[config.mk]
export PLATFORM = sky130hd
export DESIGN_NAME = fvcw_queue
export DESIGN_NICKNAME = d
export VERILOG_FILES = /design/src/fvcw_pkg.sv /design/src/fvcw_queue.sv
export SDC_FILE = /design/constraint.sdc
export NUM_CORES = 1
export LEC_CHECK = 0
export BUFFER_PORTS_ARGS = -buffer_cell sky130_fd_sc_hd__buf_2
export CAP_MARGIN = 20
export CORE_AREA = 4 4 62 120
export DETAILED_ROUTE_END_ITERATION = 6
export DIE_AREA = 0 0 66 124
export PLACE_DENSITY = 0.68
export SLEW_MARGIN = 20
export SYNTH_ARGS = -nofsm -noshare
export SYNTH_HDL_FRONTEND = slang
export SYNTH_SLANG_ARGS = --single-unit
[constraint.sdc]
create_clock -name clk_i -period 2.8 [get_ports clk_i]
set_input_delay 0.14 -clock clk_i [delete_from_list [all_inputs] [get_ports clk_i]]
set_output_delay 0.14 -clock clk_i [all_outputs]
set_load 0.02 [all_outputs]
[src/fvcw_pkg.sv]
// Shared types, constants and helper functions of the flow colour wheel.
// Used by every module of the block; depends on nothing else.
package fvcw_pkg;

  localparam int FLOW_WIDTH     = 16;
  localparam int FLOW_FRAC_BITS = 8;
  localparam int WHEEL_SIZE     = 55;

  localparam int RY = 15;
  localparam int YG = 6;
  localparam int GC = 4;
  localparam int CB = 11;
  localparam int BM = 13;
  localparam int MR = 6;

  localparam int PHASE_BITS   = 17;
  localparam int HALF_TURN    = 65536;
  localparam int CORDIC_ITERS = 16;
  localparam int CORDIC_WIDTH = FLOW_WIDTH + 18;
  localparam int ANGLE_WIDTH  = 20;
  localparam int MIX_WIDTH    = 26;
  localparam int POS_WIDTH    = PHASE_BITS + 6;
  localparam int MAXR_WIDTH   = 16;
  localparam int ITER_CYCLES  = (FLOW_WIDTH > CORDIC_ITERS) ? FLOW_WIDTH : CORDIC_ITERS;
  localparam int QUEUE_DEPTH  = 2;

  localparam logic [MAXR_WIDTH-1:0] MAXR_RESET = MAXR_WIDTH'(1 << FLOW_FRAC_BITS);

  typedef struct packed {
    logic                         mode;
    logic                         frame_start;
    logic signed [FLOW_WIDTH-1:0] flow_x;
    logic signed [FLOW_WIDTH-1:0] flow_y;
    logic                         flow_valid;
  } flow_in_t;

  typedef struct packed {
    logic [7:0] red;
    logic [7:0] green;
    logic [7:0] blue;
  } flow_out_t;

  typedef enum logic [1:0] {
    KIND_MEASURE,
    KIND_MARK,
    KIND_COLOR,
    KIND_BLACK
  } job_kind_e;

  typedef struct packed {
    job_kind_e                    kind;
    logic                         frame_start;
    logic signed [FLOW_WIDTH-1:0] flow_x;
    logic signed [FLOW_WIDTH-1:0] flow_y;
  } job_t;

  // arctan(2^-i) in units of pi/65536
  function automatic logic [14:0] atan_step(logic [3:0] idx);
    logic [14:0] a;
    unique case (idx)
      4'd0:  a = 15'd16384;
      4'd1:  a = 15'd9672;
      4'd2:  a = 15'd5110;
      4'd3:  a = 15'd2594;
      4'd4:  a = 15'd1302;
      4'd5:  a = 15'd652;
      4'd6:  a = 15'd326;
      4'd7:  a = 15'd163;
      4'd8:  a = 15'd81;
      4'd9:  a = 15'd41;
      4'd10: a = 15'd20;
      4'd11: a = 15'd10;
      4'd12: a = 15'd5;
      4'd13: a = 15'd3;
      4'd14: a = 15'd1;
      4'd15: a = 15'd1;
      default: a = 15'd0;
    endcase
    return a;
  endfunction

  // arithmetic shift that rounds toward zero
  function automatic logic [CORDIC_WIDTH-1:0] shr_tz(logic [CORDIC_WIDTH-1:0] v,
                                                     logic [3:0] s);
    logic [CORDIC_WIDTH-1:0] mag;
    mag = v[CORDIC_WIDTH-1] ? -v : v;
    mag = mag >> s;
    return v[CORDIC_WIDTH-1] ? -mag : mag;
  endfunction

  function automatic flow_out_t wheel_rgb(logic [5:0] k_in);
    int        k;
    int        i;
    int        r;
    int        g;
    int        b;
    flow_out_t c;
    k = int'(k_in);
    if (k > WHEEL_SIZE - 1) k = WHEEL_SIZE - 1;
    if (k < RY) begin
      i = k; r = 255; g = 255 * i / RY; b = 0;
    end else if (k < RY + YG) begin
      i = k - RY; r = 255 - 255 * i / YG; g = 255; b = 0;
    end else if (k < RY + YG + GC) begin
      i = k - RY - YG; r = 0; g = 255; b = 255 * i / GC;
    end else if (k < RY + YG + GC + CB) begin
      i = k - RY - YG - GC; r = 0; g = 255 - 255 * i / CB; b = 255;
    end else if (k < RY + YG + GC + CB + BM) begin
      i = k - RY - YG - GC - CB; r = 255 * i / BM; g = 0; b = 255;
    end else begin
      i = k - RY - YG - GC - CB - BM; r = 255; g = 0; b = 255 - 255 * i / MR;
    end
    c.red   = 8'(r);
    c.green = 8'(g);
    c.blue  = 8'(b);
    return c;
  endfunction

endpackage

[src/fvcw_queue.sv]
// Short job queue between the front and back ends.
// Depends on fvcw_pkg.
module fvcw_queue #(
  parameter int DEPTH = fvcw_pkg::QUEUE_DEPTH
) (
  input  logic           clk_i,
  input  logic           rst_ni,
  input  logic           push_i,
  input  fvcw_pkg::job_t job_i,
  input  logic           pop_i,
  output fvcw_pkg::job_t job_o,
  output logic           full_o,
  output logic           empty_o
);

  localparam int PtrW = (DEPTH > 1) ? $clog2(DEPTH) : 1;
  localparam int CntW = $clog2(DEPTH + 1);

  fvcw_pkg::job_t mem_q [DEPTH];
  logic [PtrW-1:0] wr_ptr_q, rd_ptr_q;
  logic [CntW-1:0] count_q;

  assign full_o  = (count_q == CntW'(DEPTH));
  assign empty_o = (count_q == '0);
  assign job_o   = mem_q[rd_ptr_q];

  always_ff @(posedge clk_i) begin
    if (push_i) begin
      mem_q[wr_ptr_q] <= job_i;
    end
  end

  always_ff @(posedge clk_i or negedge rst_ni) begin
    if (!rst_ni) begin
      wr_ptr_q <= '0;
      rd_ptr_q <= '0;
      count_q  <= '0;
    end else begin
      if (push_i) begin
        wr_ptr_q <= (wr_ptr_q == PtrW'(DEPTH - 1)) ? '0 : wr_ptr_q + 1'b1;
      end
      if (pop_i) begin
        rd_ptr_q <= (rd_ptr_q == PtrW'(DEPTH - 1)) ? '0 : rd_ptr_q + 1'b1;
      end
      unique case ({push_i, pop_i})
        2'b10:   count_q <= count_q + 1'b1;
        2'b01:   count_q <= count_q - 1'b1;
        default: count_q <= count_q;
      endcase
    end
  end

endmodule

==> summary.txt, run 1 <==
drt pass-1 iters: 4
Clock Pin Slew Worst Setup and Hold Paths: 0.05 ns
largest net degree at the start of global routing: 36
WL/cell: 15.0 microns
Setup Viol. Count Final: 0
Die Y: 124 microns
reg2reg path depth: 2
share of cells above drive strength 1: 0.527
crit share post-route: 0.741
total negative setup slack: 0 ns
grt ovf: 0
layout net count: 277
GRT Overall Usage: 0.133
first-pass GRT wire length: 7.47 mm
Post-Syn Area per Cell: 22.9 sq um
CP Cell Sequence: buf_4 -> mux2_4 -> buf_2
reg2reg start: wr_ptr_q
Slew Limit Fails: 0
core area: 6570 sq um
Final Skew: 0.00338 ns
Worst Hold Slack: 0.0171 ns
CTS Root Cell: clkbuf_16
slowest CP cell: dfrtp_2
CTS buffer count: 9
Top Ports: 76
fillers: 528
crit path launch type: flip-flop
post-DP HPWL: 3.22 mm
HP Start: job_i[5]
Clock H-tree levels: 3
CP Launch Point: rd_ptr_q
minimum clock period: 2.07 ns
Routed Antenna Nets: 0
leakage: 1.56 nW
fmax: 482 MHz
# Post-CTS Setup Buffers: 0
status: complete, no violations
Mapped Area: 2860 sq um
Initial Util: 0.435
Worst Slack Setup Final: 0.725 ns
Iter 0 DRT Violations: 53
cell count after synthesis: 125
Die Area: 8180 sq um
Worst Max-Slew Pin Slew: 0.850 ns
Worst Path Arrival: 1.93 ns
Placer Congestion: 0.747
Vias/cell: 4.42
Area growth, synth to finish: 33.9%
Yosys warnings: 0
peak supply drop: 0.721 mV
worst endpoint required time: 2.66 ns
number of global-route vias before repair: 1593
worst-path maximum fanout: 21
IO buf count: 75
Post-Syn Nets: 165
antenna cells: 0
DRC: 0
initial antenna violation count: 0
DR vias: 1454
CTS tree: done
die extent in x: 66 microns
cell count of the worst hold path: 1
Clock Path Buffers: 2
post-CTS resize count: 0
wirelength, routed: 4.95 mm
Worst slew margin: 0.433
hold worst-path end: mem_q[1][5]
dpl ws: 1.04 ns
Final Hold Viols: 0
P per Cell Area: 991 nW/um^2
Yosys cell types: 13
clock latency on the worst-skew pair: 0.32 ns
R2R Setup Slk: 1.21 ns
post-synthesis register bit count: 74
worst hold path type: in2reg
TritonCTS Sinks: 74
sequential-to-total area share from yosys stat: 0.770
WS Path Type: reg2out
Worst setup EP type: primary output
CP peak stage delay: 0.64 ns
r2r endpoint: mem_q[0][8]
Max Cap Viol: 0
RSZ-0062 raised after global routing: false
# rows: 42
-- cells by family after synthesis --
family	count (synthesis)	share of synthesized area
buffers and inverters	5	0.0262
multiplexers	35	0.176
AND/OR/NAND/NOR	5	0.00831
adder cells (fa/ha/maj)	1	0.00437
flip-flops	74	0.770
XOR/XNOR	5	0.0153
-- final cells by class --
type	count	area (sq um)	share of cell area
clock inverters	5	22.5	0.00588
multi-input cells	46	592	0.154
inverters	1	3.75	0.000980
clock buffers	10	229	0.0598
repair buffers	105	671	0.175
flip-flops and latches	74	2200	0.575
well taps	88	110	0.0287
-- layout by cell type (no fill, tap or decap), types with 3 or more instances in the layout --
| master | netlist | routed |
|---|---|---|
| edfxtp_1 | 70 | 70 |
| clkinv_2 | 0 | 3 |
| clkbuf_16 | 0 | 9 |
| buf_2 | 0 | 75 |
| xor2_1 | 3 | 3 |
| mux2_2 | 6 | 6 |
| mux2_4 | 29 | 29 |
| dlygate4sd3_1 | 0 | 28 |
| dfrtp_1 | 4 | 3 |
-- what timing repair did --
item	CTS	global route
hold endpoints to repair	58	0
setup endpoints to repair	0	0
hold buffers	28	0
-- registers in the layout (all words and copies together) (netlist names) --
name      cells
count_q       2
mem_q        70
rd_ptr_q      1
wr_ptr_q      1
-- Yosys cell counts --
master	count	area (sq um)
edfxtp_1	70	2100
mux2_4	29	435
mux2_2	6	67.6
dfrtp_1	4	100
buf_12	3	60.1
nor2_1	3	11.3
xor2_1	3	26.3
xnor2_1	2	17.5
and2_1	1	6.26
buf_6	1	11.3
ha_1	1	12.5
inv_1	1	3.75
nor2b_1	1	6.26
-- worst max-delay path by stage --
stage / endpoint / depth (start not counted)
finish: job_o[6] / 3
global route: job_o[6] / 3
CTS: job_o[6] / 3
detailed placement: job_o[6] / 3
global placement: job_o[6] / 3
floorplan: mem_q[0][0] / 1
-- worst max-delay path: cells and delay by family, from the launching register on --
| kind | cells | cell delay, ns |
|---|---|---|
| muxes | 1 | 0.35 |
| DFF | 1 | 0.64 |
| buffers and inverters | 2 | 0.60 |
-- per-stage QoR --
stage	area (sq um)	power, mW	utilization	std cells
2_1_floorplan	2860	2.59	-	125
3_3_place_gp	3300	2.84	0.502	286
3_5_place_dp	3300	2.86	0.502	286
4_1_cts	3830	3.86	0.583	329
5_1_grt	3830	3.99	0.583	329
6_report	3830	3.80	0.583	329
-- power breakdown --
group	switching [mW]	internal, mW	total (mW)
Combinational	0.659	0.578	1.24
Clock	0.375	0.582	0.957
Sequential	0.124	1.48	1.60
Total	1.16	2.64	3.80
-- per-layer routing --
layer  track usage  up-vias  share of wire
li1              -      709              -
met1         0.118      692           0.33
met2         0.244       42           0.59
met3        0.0451       11          0.048
met4        0.0878        0          0.026
met5             0        -              0
Note: power is estimated with default switching activity, not from simulation.
==> run 2, diff against run 1 <==
--- a/config.mk
+++ b/config.mk
@@ -5,12 +5,13 @@
 export SDC_FILE = /design/constraint.sdc
 export NUM_CORES = 1
 export LEC_CHECK = 0
+export ABC_AREA = 1
 export BUFFER_PORTS_ARGS = -buffer_cell sky130_fd_sc_hd__buf_2
 export CAP_MARGIN = 20
-export CORE_AREA = 4 4 62 120
+export CORE_AREA = 4 4 63 122
 export DETAILED_ROUTE_END_ITERATION = 6
-export DIE_AREA = 0 0 66 124
-export PLACE_DENSITY = 0.68
+export DIE_AREA = 0 0 67 126
+export PLACE_DENSITY = 0.7
 export SLEW_MARGIN = 20
 export SYNTH_ARGS = -nofsm -noshare
 export SYNTH_HDL_FRONTEND = slang
==> constraint.sdc (replaced) <==
create_clock -name clk_i -period 1.7 [get_ports clk_i]
set_input_delay 0.085 -clock clk_i [delete_from_list [all_inputs] [get_ports clk_i]]
set_output_delay 0.085 -clock clk_i [all_outputs]
set_load 0.02 [all_outputs]
==> summary.txt, run 2 <==
Post-Syn Nets: 247 (+50%)
Yosys warnings: 0 (unchanged)
WS Path Type: reg2out
GRT Overall Usage: 0.150 (+0.0169)
Final Skew: 0.00429 ns (+0.000914 ns)
Routed Antenna Nets: 0 (unchanged)
RSZ-0062 raised after global routing: false
antenna cells: 0 (unchanged)
die extent in x: 67 microns (+1.5%)
drt pass-1 iters: 4 (unchanged)
CTS Root Cell: clkbuf_16
Worst Path Arrival: 1.51 ns (-0.42 ns)
Largest Register: mem_q
WL/cell: 13.1 microns (-13%)
Slew Limit Fails: 0 (unchanged)
wirelength, routed: 5.54 mm (+12%)
total length of routed met2 wires: 3.24 mm (+10%)
share of cells above drive strength 1: 0.365 (-0.162)
Max Cap Viol: 0 (unchanged)
number of global-route vias before repair: 1938 (+22%)
Die Y: 126 microns (+1.6%)
Post-Syn Area per Cell: 14.2 sq um (-38%)
minimum clock period: 1.59 ns
CTS buffer count: 9 (unchanged)
Inst Count DP: 368 (+29%)
status: complete, no violations
cell count after synthesis: 207 (+66%)
highest routed metal layer: met4
EDFF count, synth: 70 (unchanged)
worst endpoint required time: 1.62 ns (-1.04 ns)
CP Cell Sequence: buf_12 -> nand2_1 -> o21ai_1 -> buf_2
peak supply drop: 1.32 mV (+84%)
Top Ports: 76 (unchanged)
layout net count: 369 (+33%)
Area growth, synth to finish: 37.5%
core area: 6670 sq um (+1.6%)
Clock H-tree levels: 3 (unchanged)
crit share post-route: 0.937
fillers: 539 (+2.1%)
asr flop ratio synth: 0.0541 (unchanged)
initial antenna violation count: 0 (unchanged)
Final Hold Viols: 0 (unchanged)
P per Cell Area: 1620 nW/um^2 (+64%)
DRC: 0 (unchanged)
most frequent cells in the layout: 75 x buf_2, 70 x edfxtp_1, 41 x inv_1
Mapped Area: 2950 sq um (+3.0%)
Setup Viol. Count Final: 0 (unchanged)
# rows: 42 (unchanged)
worst hold path type: in2async
crit-path leading delay family: flip-flops
worst-path maximum fanout: 30 (+43%)
total negative setup slack: 0 ns (unchanged)
Iter 0 DRT Violations: 58 (+9.4%)
post-CTS resize count: 0 (unchanged)
Synth Flop Type: edfxtp_1
Post-Layout Cell Count: 422 (+28%)
post-DP HPWL: 3.69 mm (+15%)
Vias/cell: 4.42 (+0.11%)
WP buf/inv: 2 (unchanged)
clock latency on the worst-skew pair: 0.33 ns (about the same)
Die Area: 8440 sq um (+3.2%)
Clock Path Buffers: 2 (unchanged)
Initial Util: 0.441 (+0.00589)
Synth top area share: 0.714 (-0.0212)
most common cell in the netlist: edfxtp_1
routed wl met3: 275 microns (+16%)
largest net degree at the start of global routing: 31 (-14%)
Worst setup EP type: primary output
Clock Pin Slew Worst Setup and Hold Paths: 0.05 ns (about the same)
commonest non-fill, non-tap cell in the layout: buf_2
fmax: 628 MHz
Synth area leader: edfxtp_1
CP peak stage delay: 0.56 ns (-0.08 ns)
leakage: 1.75 nW (+13%)
Yosys cell types: 14 (+1)
WL met1: 1.85 mm (+13%)
final design utilization: 0.607 (+0.0234)
first-pass GRT wire length: 8.93 mm (+19%)
Worst Max-Slew Pin Slew: 0.328 ns (-0.522 ns)
grt ovf: 0 (unchanged)
max reg flops: 70 (unchanged)
post-synthesis register bit count: 74 (unchanged)
slowest CP cell: dfrtp_2
Worst slew margin: 0.781 (+0.348)
Largest regs: mem_q x70, count_q x2
TritonCTS Sinks: 74 (unchanged)
Worst Hold Slack: 0.116 ns (+0.0987 ns)
Synth top cells by count: 70 x edfxtp_1, 41 x inv_1, 40 x nand2_1, 29 x o21ai_2, 7 x buf_6
synth top area cells: edfxtp_1 71%, o21ai_2 8.6%, inv_1 5.2%, nand2_1 5.1%, dfrtp_1 3.4%
DR vias: 1867 (+28%)
CTS tree: done
sequential-to-total area share from yosys stat: 0.748 (-0.0222)
IO buf count: 75 (unchanged)
Placer Congestion: 0.708 (-5.2%)
crit path launch type: flip-flop
==> run 2: cell types whose count changed after synthesis, sizes merged, moves of 4 or more <==
cell | previous run | this run
buf | 4 | 8
nand2 | 0 | 40
inv | 1 | 41
o21ai | 0 | 35
mux2 | 35 | 0
==> run 2: per-stage QoR <==
step / setup slack [ns] / power [mW] / cell area, sq um
6_report: 0.107 / 6.57 / 4050
3_3_place_gp: 0.484 / 4.93 / 3420
2_1_floorplan: 0.156 / 4.34 / 2950
3_5_place_dp: 0.448 / 4.99 / 3420
4_1_cts: 0.0880 / 6.66 / 4050
5_1_grt: 0.0288 / 6.94 / 4050
==> run 2: layer usage <==
| layer | track usage | vias to the layer above |
|---|---|---|
| met4 | 0.0897 | 0 |
| met5 | 0 | - |
| li1 | - | 943 |
| met3 | 0.0490 | 13 |
| met1 | 0.131 | 866 |
| met2 | 0.276 | 45 |
==> run 2: area by class of cell <==
class | count | area (sq um) | area share
sequential | 74 | 2200 | 0.544
timing repair buffer | 119 | 826 | 0.204
clock inverter | 6 | 23.8 | 0.00587
inverter | 41 | 154 | 0.0380
clock buffer | 10 | 229 | 0.0566
tap | 88 | 110 | 0.0272
multi-input combinational | 84 | 503 | 0.124
==> run 2: worst reg2reg max path, cell delays in order, from the launching register on <==
cell and delay, ns:
dfrtp_1 0.42, nand2_1 0.07, inv_1 0.08, buf_4 0.26
==> run 2: worst paths after layout <==
check	startpoint	endpoint	slack (ns)	cells past startpoint
max in group asynchronous	rst_ni	rd_ptr_q	1.44	2
min reg2reg	count_q[1]	count_q[1]	0.51	2
min	rst_ni	wr_ptr_q	0.12	2
max reg2reg	wr_ptr_q	mem_q[1][10]	0.54	3
max	rd_ptr_q	job_o[20]	0.11	4
min in group clk_i	job_i[14]	mem_q[0][14]	0.47	2
==> run 2: cell families (layout without fill, tap and decap cells) <==
family,after synthesis,after routing,synth area share
AND/OR/NAND/NOR,45,45,0.0586
AO/OA/AOI/OAI,35,35,0.0964
buffers and inverters,49,176,0.0841
adder cells (fa/ha/maj),1,1,0.00425
XOR/XNOR,3,3,0.00892
flip-flops,74,74,0.748
==> run 2: where the power goes <==
group,switching (mW),total (mW),internal (mW)
Clock,0.631,1.59,0.957
Combinational,1.53,2.37,0.838
Sequential,0.178,2.61,2.43
==> run 2: repair_timing <==
| item | CTS | global route |
|---|---|---|
| endpoints found under the hold margin | 76 | 0 |
| buffers inserted | 0 | 0 |
| hold buffers | 38 | 0 |
